File: src/rtl/dtq_pkg.sv
// Shared types and constants for the deadline timer queue.
`default_nettype none

package dtq_pkg;

  localparam int SLOTS_DEF = 16;

  localparam logic [1:0] MODE_ADD    = 2'd0;
  localparam logic [1:0] MODE_REMOVE = 2'd1;
  localparam logic [1:0] MODE_CHECK  = 2'd2;

  typedef struct packed {
    logic [1:0]  mode;
    logic [3:0]  timer_id;
    logic [63:0] delay;
    logic [63:0] now;
  } in_item_t;

  typedef struct packed {
    logic        accepted;
    logic        fired;
    logic [3:0]  fired_id;
    logic [63:0] wait_ns;
  } out_item_t;

  typedef struct packed {
    logic [63:0] deadline;
    logic [3:0]  owner;
  } entry_t;

  typedef enum logic [0:0] {
    ALU_ADD = 1'b0,
    ALU_SUB = 1'b1
  } alu_op_t;

  typedef struct packed {
    alu_op_t     op;
    logic [63:0] a;
    logic [63:0] b;
  } alu_req_t;

  typedef struct packed {
    logic [63:0] res;
    logic        cout;
  } alu_rsp_t;

endpackage

`default_nettype wire

File: src/rtl/dtq_alu.sv
// Shared 64-bit adder and subtractor with carry out used for all deadline arithmetic.
`default_nettype none

module dtq_alu (
  input  wire dtq_pkg::alu_req_t req,
  output dtq_pkg::alu_rsp_t      rsp
);
  import dtq_pkg::*;

  logic        sub;
  logic [63:0] b_op;
  logic [64:0] sum;

  // For a subtract the carry out is set exactly when a >= b.
  always_comb begin
    sub      = (req.op == ALU_SUB);
    b_op     = sub ? ~req.b : req.b;
    sum      = {1'b0, req.a} + {1'b0, b_op} + {64'd0, sub};
    rsp.res  = sum[63:0];
    rsp.cout = sum[64];
  end

endmodule

`default_nettype wire

File: src/rtl/dtq_ctrl.sv
// Sequencer that keeps the sorted deadline memory, armed flags and item count.
`default_nettype none

module dtq_ctrl #(
  parameter int SLOTS = dtq_pkg::SLOTS_DEF
) (
  input  wire                     clk,
  input  wire                     rst_n,
  input  wire                     in_valid,
  output logic                    in_ready,
  input  wire dtq_pkg::in_item_t  in_data,
  output logic                    res_valid,
  input  wire                     res_take,
  output dtq_pkg::out_item_t      res_data,
  output dtq_pkg::alu_req_t       alu_req,
  input  wire dtq_pkg::alu_rsp_t  alu_rsp
);
  import dtq_pkg::*;

  localparam int IW = (SLOTS > 1) ? $clog2(SLOTS) : 1;
  localparam int CW = $clog2(SLOTS + 1);
  localparam logic [CW-1:0] SLOTS_C = CW'(SLOTS);
  localparam logic [CW-1:0] ONE_C   = CW'(1);

  typedef enum logic [11:0] {
    S_IDLE     = 12'b000000000001,
    S_ADD      = 12'b000000000010,
    S_INS_RD   = 12'b000000000100,
    S_INS_CMP  = 12'b000000001000,
    S_REM_RD   = 12'b000000010000,
    S_REM_CHK  = 12'b000000100000,
    S_CHK_RD   = 12'b000001000000,
    S_CHK_CMP  = 12'b000010000000,
    S_CHK_WAIT = 12'b000100000000,
    S_SHD_RD   = 12'b001000000000,
    S_SHD_WR   = 12'b010000000000,
    S_DONE     = 12'b100000000000
  } state_t;

  state_t          state_r, state_nxt;
  in_item_t        item_r, item_nxt;
  out_item_t       res_r, res_nxt;
  logic [63:0]     dl_r, dl_nxt;
  logic [CW-1:0]   pos_r, pos_nxt;
  logic [CW-1:0]   count_r, count_nxt;
  logic [SLOTS-1:0] armed_r, armed_nxt;

  entry_t          mem [SLOTS];
  entry_t          rd_data_r;
  logic            rd_en;
  logic [IW-1:0]   rd_addr;
  logic            mem_we;
  logic [IW-1:0]   mem_wa;
  entry_t          mem_wd;

  logic            in_id_ok;
  logic            in_armed;
  logic            own_ok;
  logic [CW-1:0]   pos_dec;
  logic [CW-1:0]   pos_inc;

  always_comb begin
    in_id_ok = (32'(in_data.timer_id) < SLOTS);
    in_armed = armed_r[IW'(in_data.timer_id)];
    own_ok   = (32'(rd_data_r.owner) < SLOTS);
    pos_dec  = pos_r - ONE_C;
    pos_inc  = pos_r + ONE_C;
  end

  always_comb begin
    state_nxt = state_r;
    item_nxt  = item_r;
    res_nxt   = res_r;
    dl_nxt    = dl_r;
    pos_nxt   = pos_r;
    count_nxt = count_r;
    armed_nxt = armed_r;
    in_ready  = 1'b0;
    res_valid = 1'b0;
    rd_en     = 1'b0;
    rd_addr   = pos_r[IW-1:0];
    mem_we    = 1'b0;
    mem_wa    = pos_r[IW-1:0];
    mem_wd    = rd_data_r;
    alu_req.op = ALU_ADD;
    alu_req.a  = item_r.now;
    alu_req.b  = item_r.delay;

    unique case (state_r)
      S_IDLE: begin
        in_ready = 1'b1;
        if (in_valid) begin
          item_nxt = in_data;
          res_nxt  = '0;
          pos_nxt  = '0;
          state_nxt = S_DONE;
          unique case (in_data.mode)
            MODE_ADD: begin
              if (in_id_ok && !in_armed && (count_r < SLOTS_C)) begin
                state_nxt = S_ADD;
              end
            end
            MODE_REMOVE: begin
              if (in_id_ok && in_armed) begin
                state_nxt = S_REM_RD;
              end
            end
            MODE_CHECK: begin
              if (count_r != '0) begin
                state_nxt = S_CHK_RD;
              end
            end
            default: begin
              state_nxt = S_DONE;
            end
          endcase
        end
      end

      S_ADD: begin
        // Deadline saturates at the all-ones value on overflow.
        alu_req.op = ALU_ADD;
        alu_req.a  = item_r.now;
        alu_req.b  = item_r.delay;
        dl_nxt     = alu_rsp.cout ? '1 : alu_rsp.res;
        pos_nxt    = count_r;
        state_nxt  = S_INS_RD;
      end

      S_INS_RD: begin
        if (pos_r == '0) begin
          mem_we    = 1'b1;
          mem_wd    = '{deadline: dl_r, owner: item_r.timer_id};
          count_nxt = count_r + ONE_C;
          armed_nxt[IW'(item_r.timer_id)] = 1'b1;
          res_nxt.accepted = 1'b1;
          state_nxt = S_DONE;
        end else begin
          rd_en     = 1'b1;
          rd_addr   = pos_dec[IW-1:0];
          state_nxt = S_INS_CMP;
        end
      end

      S_INS_CMP: begin
        // Walk from the tail; an entry moves up only if its deadline is later,
        // so equal deadlines keep their arrival order.
        alu_req.op = ALU_SUB;
        alu_req.a  = dl_r;
        alu_req.b  = rd_data_r.deadline;
        mem_we     = 1'b1;
        if (alu_rsp.cout) begin
          mem_wd    = '{deadline: dl_r, owner: item_r.timer_id};
          count_nxt = count_r + ONE_C;
          armed_nxt[IW'(item_r.timer_id)] = 1'b1;
          res_nxt.accepted = 1'b1;
          state_nxt = S_DONE;
        end else begin
          mem_wd    = rd_data_r;
          pos_nxt   = pos_dec;
          state_nxt = S_INS_RD;
        end
      end

      S_REM_RD: begin
        if (pos_r >= count_r) begin
          armed_nxt[IW'(item_r.timer_id)] = 1'b0;
          res_nxt.accepted = 1'b1;
          state_nxt = S_DONE;
        end else begin
          rd_en     = 1'b1;
          rd_addr   = pos_r[IW-1:0];
          state_nxt = S_REM_CHK;
        end
      end

      S_REM_CHK: begin
        if (rd_data_r.owner == item_r.timer_id) begin
          armed_nxt[IW'(item_r.timer_id)] = 1'b0;
          res_nxt.accepted = 1'b1;
          state_nxt = S_SHD_RD;
        end else begin
          pos_nxt   = pos_inc;
          state_nxt = S_REM_RD;
        end
      end

      S_CHK_RD: begin
        rd_en     = 1'b1;
        rd_addr   = '0;
        state_nxt = S_CHK_CMP;
      end

      S_CHK_CMP: begin
        alu_req.op = ALU_SUB;
        alu_req.a  = item_r.now;
        alu_req.b  = rd_data_r.deadline;
        if (alu_rsp.cout) begin
          res_nxt.fired    = 1'b1;
          res_nxt.fired_id = rd_data_r.owner;
          if (own_ok) begin
            armed_nxt[IW'(rd_data_r.owner)] = 1'b0;
          end
          pos_nxt   = '0;
          state_nxt = S_SHD_RD;
        end else begin
          state_nxt = S_CHK_WAIT;
        end
      end

      S_CHK_WAIT: begin
        alu_req.op = ALU_SUB;
        alu_req.a  = rd_data_r.deadline;
        alu_req.b  = item_r.now;
        res_nxt.wait_ns = alu_rsp.res;
        state_nxt = S_DONE;
      end

      S_SHD_RD: begin
        // Close the gap at pos_r by moving every later entry down by one.
        if (pos_inc < count_r) begin
          rd_en     = 1'b1;
          rd_addr   = pos_inc[IW-1:0];
          state_nxt = S_SHD_WR;
        end else begin
          count_nxt = count_r - ONE_C;
          state_nxt = S_DONE;
        end
      end

      S_SHD_WR: begin
        mem_we    = 1'b1;
        mem_wd    = rd_data_r;
        pos_nxt   = pos_inc;
        state_nxt = S_SHD_RD;
      end

      S_DONE: begin
        res_valid = 1'b1;
        if (res_take) begin
          state_nxt = S_IDLE;
        end
      end

      default: begin
        state_nxt = S_IDLE;
      end
    endcase
  end

  assign res_data = res_r;

  always_ff @(posedge clk) begin
    if (!rst_n) begin
      state_r <= S_IDLE;
      count_r <= '0;
      armed_r <= '0;
    end else begin
      state_r <= state_nxt;
      count_r <= count_nxt;
      armed_r <= armed_nxt;
    end
  end

  always_ff @(posedge clk) begin
    item_r <= item_nxt;
    res_r  <= res_nxt;
    dl_r   <= dl_nxt;
    pos_r  <= pos_nxt;
  end

  always_ff @(posedge clk) begin
    if (mem_we) begin
      mem[mem_wa] <= mem_wd;
    end
    if (rd_en) begin
      rd_data_r <= mem[rd_addr];
    end
  end

endmodule

`default_nettype wire

File: src/rtl/deadline_timer_queue_unit.sv
// Top level of the deadline timer queue: sequencer, shared adder and result register.
//
//   channel   direction  payload                 transfer when
//   in_       input      dtq_pkg::in_item_t      in_valid && in_ready
//   out_      output     dtq_pkg::out_item_t     out_valid && out_ready
//
// One item at a time. The queue lives in a single-port-per-cycle memory, so each
// entry touched costs a read step, then a compare or write step. An add walks
// from the tail past entries with later deadlines; a remove scans from the head
// for its timer, an expiring check takes the head, and both then shift the later
// entries down; a non-expiring check reports the wait; an ignored item goes straight
// to the result. A stalled output holds the sequencer until the result moves on.
// Synchronous active-low reset empties the queue and clears all armed flags.
// A finished result waits in the output register while the next item is taken.
`default_nettype none

module deadline_timer_queue_unit #(
  parameter int SLOTS = dtq_pkg::SLOTS_DEF
) (
  input  wire                     clk,
  input  wire                     rst_n,
  input  wire                     in_valid,
  output logic                    in_ready,
  input  wire dtq_pkg::in_item_t  in_data,
  output logic                    out_valid,
  input  wire                     out_ready,
  output dtq_pkg::out_item_t      out_data
);
  import dtq_pkg::*;

  alu_req_t  alu_req;
  alu_rsp_t  alu_rsp;
  logic      res_valid;
  logic      res_take;
  out_item_t res_data;

  logic      out_valid_r, out_valid_nxt;
  out_item_t out_data_r, out_data_nxt;

  dtq_ctrl #(
    .SLOTS(SLOTS)
  ) u_ctrl (
    .clk      (clk),
    .rst_n    (rst_n),
    .in_valid (in_valid),
    .in_ready (in_ready),
    .in_data  (in_data),
    .res_valid(res_valid),
    .res_take (res_take),
    .res_data (res_data),
    .alu_req  (alu_req),
    .alu_rsp  (alu_rsp)
  );

  dtq_alu u_alu (
    .req(alu_req),
    .rsp(alu_rsp)
  );

  always_comb begin
    res_take      = !out_valid_r || out_ready;
    out_valid_nxt = out_valid_r;
    out_data_nxt  = out_data_r;
    if (out_valid_r && out_ready) begin
      out_valid_nxt = 1'b0;
    end
    if (res_valid && res_take) begin
      out_valid_nxt = 1'b1;
      out_data_nxt  = res_data;
    end
  end

  always_ff @(posedge clk) begin
    if (!rst_n) begin
      out_valid_r <= 1'b0;
    end else begin
      out_valid_r <= out_valid_nxt;
    end
  end

  always_ff @(posedge clk) begin
    out_data_r <= out_data_nxt;
  end

  assign out_valid = out_valid_r;
  assign out_data  = out_data_r;

endmodule

`default_nettype wire
File: config.mk
export PLATFORM = sky130hd
export DESIGN_NAME = deadline_timer_queue_unit
export DESIGN_NICKNAME = d
export VERILOG_FILES = /design/src/rtl/dtq_pkg.sv /design/src/rtl/dtq_alu.sv /design/src/rtl/dtq_ctrl.sv /design/src/rtl/deadline_timer_queue_unit.sv
export SDC_FILE = /design/constraint.sdc
export NUM_CORES = 2
export LEC_CHECK = 0
export ABC_AREA = 1
export BUFFER_PORTS_ARGS = -buffer_cell sky130_fd_sc_hd__buf_2
export CAP_MARGIN = 20
export CORE_MARGIN = 2
export CORE_UTILIZATION = 48
export DETAILED_ROUTE_END_ITERATION = 7
export PLACE_DENSITY_LB_ADDON = 0.05
export SLEW_MARGIN = 5
export SYNTH_ARGS = -nofsm -noshare
export SYNTH_HDL_FRONTEND = slang
export SYNTH_HIERARCHICAL = 1
export SYNTH_SLANG_ARGS = --single-unit
File: constraint.sdc
create_clock -name clk -period 7.7 [get_ports clk]
set_input_delay 1.155 -clock clk [delete_from_list [all_inputs] [get_ports clk]]
set_output_delay 1.155 -clock clk [all_outputs]
set_load 0.02 [all_outputs]
* Yosys cells after proc, flatten, opt, wreduce, memory -nomap -nowiden
Memories as Yosys holds them, arrays and structs flattened. A register that Yosys moved wholly into a read port is not among the register bits.
Index checks and enable logic that the tools add are counted.
** Operators by class
- Add/subtract/negate cells :: 6
- $lt $le $gt $ge :: 8
- Eq/ne operators :: 25
- Mux-type cells :: 63
- Bitwise gates (word level) :: 6
- Reductions and logical operators :: 27
** Operators by type and width (number)
- one-hot mux 129 bit (3 select lines) :: 1
- one-hot mux 12 bit (12 select lines) :: 1
- 2-to-1 mux 68 bit :: 2
- one-hot mux 68 bit (2 select lines) :: 1
- one-hot mux 64 bit (2 select lines) :: 1
- 2-to-1 mux 12 bit :: 9
- 2-to-1 mux 16 bit :: 5
- one-hot mux 16 bit (5 select lines) :: 1
- 2-to-1 mux 70 bit :: 1
- adder 64 x 64 -> 65 bit :: 1
- adder 65 x 1 -> 65 bit :: 1
- 2-to-1 mux 64 bit :: 1
- NOT 64 bit :: 1
- 2-to-1 mux 5 bit :: 8
- one-hot mux 12 bit (3 select lines) :: 1
- AND 16 bit :: 2
- NOT 16 bit :: 2
- one-hot mux 5 bit (6 select lines) :: 1
- 2-to-1 mux 10 bit :: 2
- 2-to-1 mux 1 bit :: 17
- OR 16 bit :: 1
- less-than comparator 4 x 5 -> 1 bit (second input constant) :: 3
- one-hot mux 5 bit (3 select lines) :: 1
- nonzero test 5 bit :: 3
- 45 further kinds :: 68
** Storage, ports and cells
- Register bits after elaboration :: 375
- Bits in writable memories :: 1088
- Input bits :: 138
- Output and inout bits :: 72
- Memories :: 1
** Memory list
- u_ctrl.mem :: words 16, width 68, read ports 1, clocked after Yosys merged registers in 1, write ports 1, RTL line dtq_ctrl.sv:48 : entry_t mem [SLOTS];

* Longest topological paths before layout
- Depth after elaboration :: 8
- Mapped depth :: 34

* By module
Netlist, hierarchy kept.
** Modules (own cells, without submodules)
- dtq_ctrl :: times used 1, cells each 5948, area each 63648.5 um2, sequential area each 43511.7 um2
- dtq_alu :: times used 1, cells each 1190, area each 6058.3 um2, sequential area each 0.0 um2
- deadline_timer_queue_unit :: times used 1, cells each 77, area each 2153.3 um2, sequential area each 2122.0 um2

* Worst setup path before layout
OpenSTA, ideal clock, no wires.
- Path type :: input to register
- From :: input port in_valid
- To :: register u_ctrl/item_r[0] in the netlist's numbering (enable)
- Setup time :: 628 ps
- Data arrival time :: 6686 ps
- Required time :: 7072 ps
- Path slack :: 386 ps
- Cell stages on the path :: 2
- Buffers on the path :: 0
- Cells stage by stage :: inv_1 > nor2_1
** Between the ends
- Longest elaborated chain between the ends :: 1
** RTL lines
- start, declared :: RTL line deadline_timer_queue_unit.sv:22 : input wire in_valid,
- AND reduction 2 bit (no line)
- end signal, assigned :: RTL line dtq_ctrl.sv:266 : item_r <= item_nxt;
- end, declared :: RTL line dtq_ctrl.sv:41 : in_item_t item_r, item_nxt;
Every way passes these cells.
A chain may end at the register's enable or synchronous reset.

==> results.yml <==
synth:
  synth_cell_types: 51
  yosysMostFrequentCell: "nand2_1"
  yosys.area.top_type: "edfxtp_1"
  synth.area.top_cells: "edfxtp_1 (63%), nand2_1 (9.9%), nand3_1 (9.5%)"
  synth_nets: 7442
  syn_inst: 7215
  synthFlopType: "edfxtp_1"
  synth_top_area_frac: 0.6256
  syn-cell-area_um2: 71860
  ys_ff_latch: 1531
  synth_commonest_cells: "nand2_1 (1,899), edfxtp_1 (1,497), nand3_1 (1,363)"
  async_flop_share: 0
  synth_edf_count: 1497
  yosysSeqAreaShare: 0.6350
  avgSynthCellArea_um2: 9.960
  yosysWarnings: 6
die:
  die_w_um: 390.9
  rows: 141
  start_util: 0.4849
  die_height_um: 390.9
  dieArea_um2: 152800
  io_pins: 210
  core_um2: 148200
final_layout:
  seqCellArea_um2: 45630
  final_cells: 9412
  fin_util: 0.5438
  nNetsFinal: 7571
  filler_cell_count: 12993
  multiInputGateArea_um2: 20850
  stdcell_area_um2: 80590
  syn_to_final_growth_pct: 12.14
  drive_above_1_share: 0.09495
clocking:
  cts_buffers: 164
  htreeDepth: 4
  clk_latency_ps: 800
  cts_hold_buf: 0
  cts_buffer_depth: 3
  clk_pin_slew_ps: 60
  root_buffer: "clkbuf_16"
  postCtsSetupBuffers: 0
  cts-resized-gates: 0
  cts.sinks: 1531
  cts_tree: "yes"
detailed_routing:
  drt_iter0_drc: 6277
  drc: 0
  viasPerCell: 5.605
  wl_per_cell_um: 23.85
  first_pass_iters: 8
  vias: 52752
  wl_mm: 224.4
  antenna_left: 0
sta:
  final.min_clock_period_ps: 6453
  slew_violations: 0
  worstMarginPinSlew_ps: 1123
  post-route-period-util: 0.8381
  fin_setup_tns_ps: 0
  finalSetupViolations: 0
  max_slew_margin: 0.2493
  grt_setup_unrepaired: "false"
  hold_violations: 0
  max_freq_ghz: 0.1550
  fin_skew_ps: 55.70
power:
  power_uw: 21180
  peakVddDrop_uv: 227.9
  p_leak_uw: 0.03360
  power_density_nw_per_um2: 262.8
grt:
  grtUsageTotal: 0.2903
  grt-ovfl-total: 0
  grt_pass1_wl_mm: 327.0
  grt_max_degree: 197
  antenna_found_initial: 6
  grt_pass1_vias: 48884
place:
  io_buffers: 209
  postPlaceCellArea_um2: 75220
  dp_cells: 9107
  dp.final_hpwl_mm: 130.6
  gp_congestion: 1.000
setup_path:
  endpoint_kind: "flip-flop"
  r2r_cells: 29
  cp_max_fo: 41
  required_ps: 8140
  cp_data_arrival_time_ps: 6900
  slowest_stage: "inv_2"
  slowest_delay_ps: 750
  path_common_cell: "nand2_1"
  worstSetupStartpointType: "flip-flop"
  critical_path_class: "flip-flop to flip-flop"
worst_hold_path:
  hp-class: "flip-flop to flip-flop"
  holdPathStages: 0
flow_run:
  cap_violations: 0
status:
  status: "finished, final reports clean"
## registers in the layout (all words and copies together), names as in the netlist
name / count
out_data: 70
out_valid: 1
u_ctrl/armed_r: 16
u_ctrl/count_r: 5
u_ctrl/dl_r: 64
u_ctrl/item_r: 132
u_ctrl/mem: 1088
u_ctrl/pos_r: 5
u_ctrl/rd_data_r: 68
u_ctrl/res_data: 70
u_ctrl/state_r: 12
## per-layer routing
metal	global-route usage	wire length (um)	vias to the layer above	share of wire
li1	-	-	24516	-
met1	0.4297	98230	25602	0.44
met2	0.4358	98650	2265	0.44
met3	0.05233	20890	363	0.093
met4	0.08740	6623	6	0.030
met5	0	41	-	0.00018
## cells in the final DEF, fill, tap and decap left out, drive strengths merged
| master | n |
|---|---|
| nor3b | 1 |
| o221ai | 117 |
| a311oi | 1 |
| clkinv | 68 |
| nor4 | 3 |
| clkbuf | 214 |
| ha | 87 |
| o21ai | 161 |
| o21a | 4 |
| xnor2 | 9 |
| nand3b | 3 |
| bufinv | 14 |
| nand2 | 1920 |
| o21bai | 13 |
| a211oi | 5 |
| a31oi | 2 |
| xor2 | 98 |
| inv | 1038 |
| a21o | 1 |
| nor2 | 258 |
| edfxtp | 1497 |
| diode | 4 |
| and2 | 3 |
| o22ai | 1 |
| nand3 | 1369 |
| clkinvlp | 4 |
| a21oi | 115 |
| buf | 343 |
| o211a | 1 |
| or2 | 2 |
| nor3 | 53 |
| dfxtp | 34 |
| o211ai | 20 |
| nand4 | 16 |
| fa | 2 |
| a32oi | 1 |
## cell families after synthesis
logic type | Yosys count | share of synthesized area
fa+ha+maj | 89 | 0.01571
simple gates | 3628 | 0.2189
buf+inv | 1418 | 0.07840
compound gates | 442 | 0.03890
flops | 1531 | 0.6350
xor+xnor | 107 | 0.01304
## worst paths after layout
check / start / to / slack [ps]
setup reg to reg: u_ctrl/state_r[9] / u_ctrl/mem[15][11] / 1250
hold / removal: u_ctrl/res_data[58] / out_data[58] / 390
setup / recovery: u_ctrl/state_r[9] / u_ctrl/mem[15][11] / 1250
hold reg to reg: u_ctrl/res_data[58] / out_data[58] / 390
## final cells by class
class | count | share of cell area
sequential | 1531 | 0.5663
multi-input combinational | 4266 | 0.2588
clock buffer | 214 | 0.05507
inverter | 1038 | 0.04852
timing repair buffer | 343 | 0.02997
tap | 1930 | 0.02997
clock inverter | 86 | 0.01133
antenna | 4 | 0.0001242
## stage by stage
step | hold slack, ps | worst slack [ps]
3_3_place_gp | 400.9 | 1462
3_5_place_dp | 404.5 | 1382
6_report | 388.6 | 1247
5_1_grt | 397.6 | 751.0
4_1_cts | 396.0 | 1304
2_1_floorplan | 400.3 | 385.6
## power breakdown
part | leakage, uW | internal, uW | switching (uW)
logic | 0.0171 | 1090 | 2770
registers | 0.0139 | 9380 | 101
clock network | 0.00260 | 4550 | 3280
total | 0.0336 | 15000 | 6160
## critical path, delay by kind of cell, from the launching register on
family	cells	cell delay, ps
compound gates	3	1140
fa+ha+maj	1	380
buf+inv	7	1880
flops	1	390
simple gates	18	2240
(Power assumes the default switching activity.)
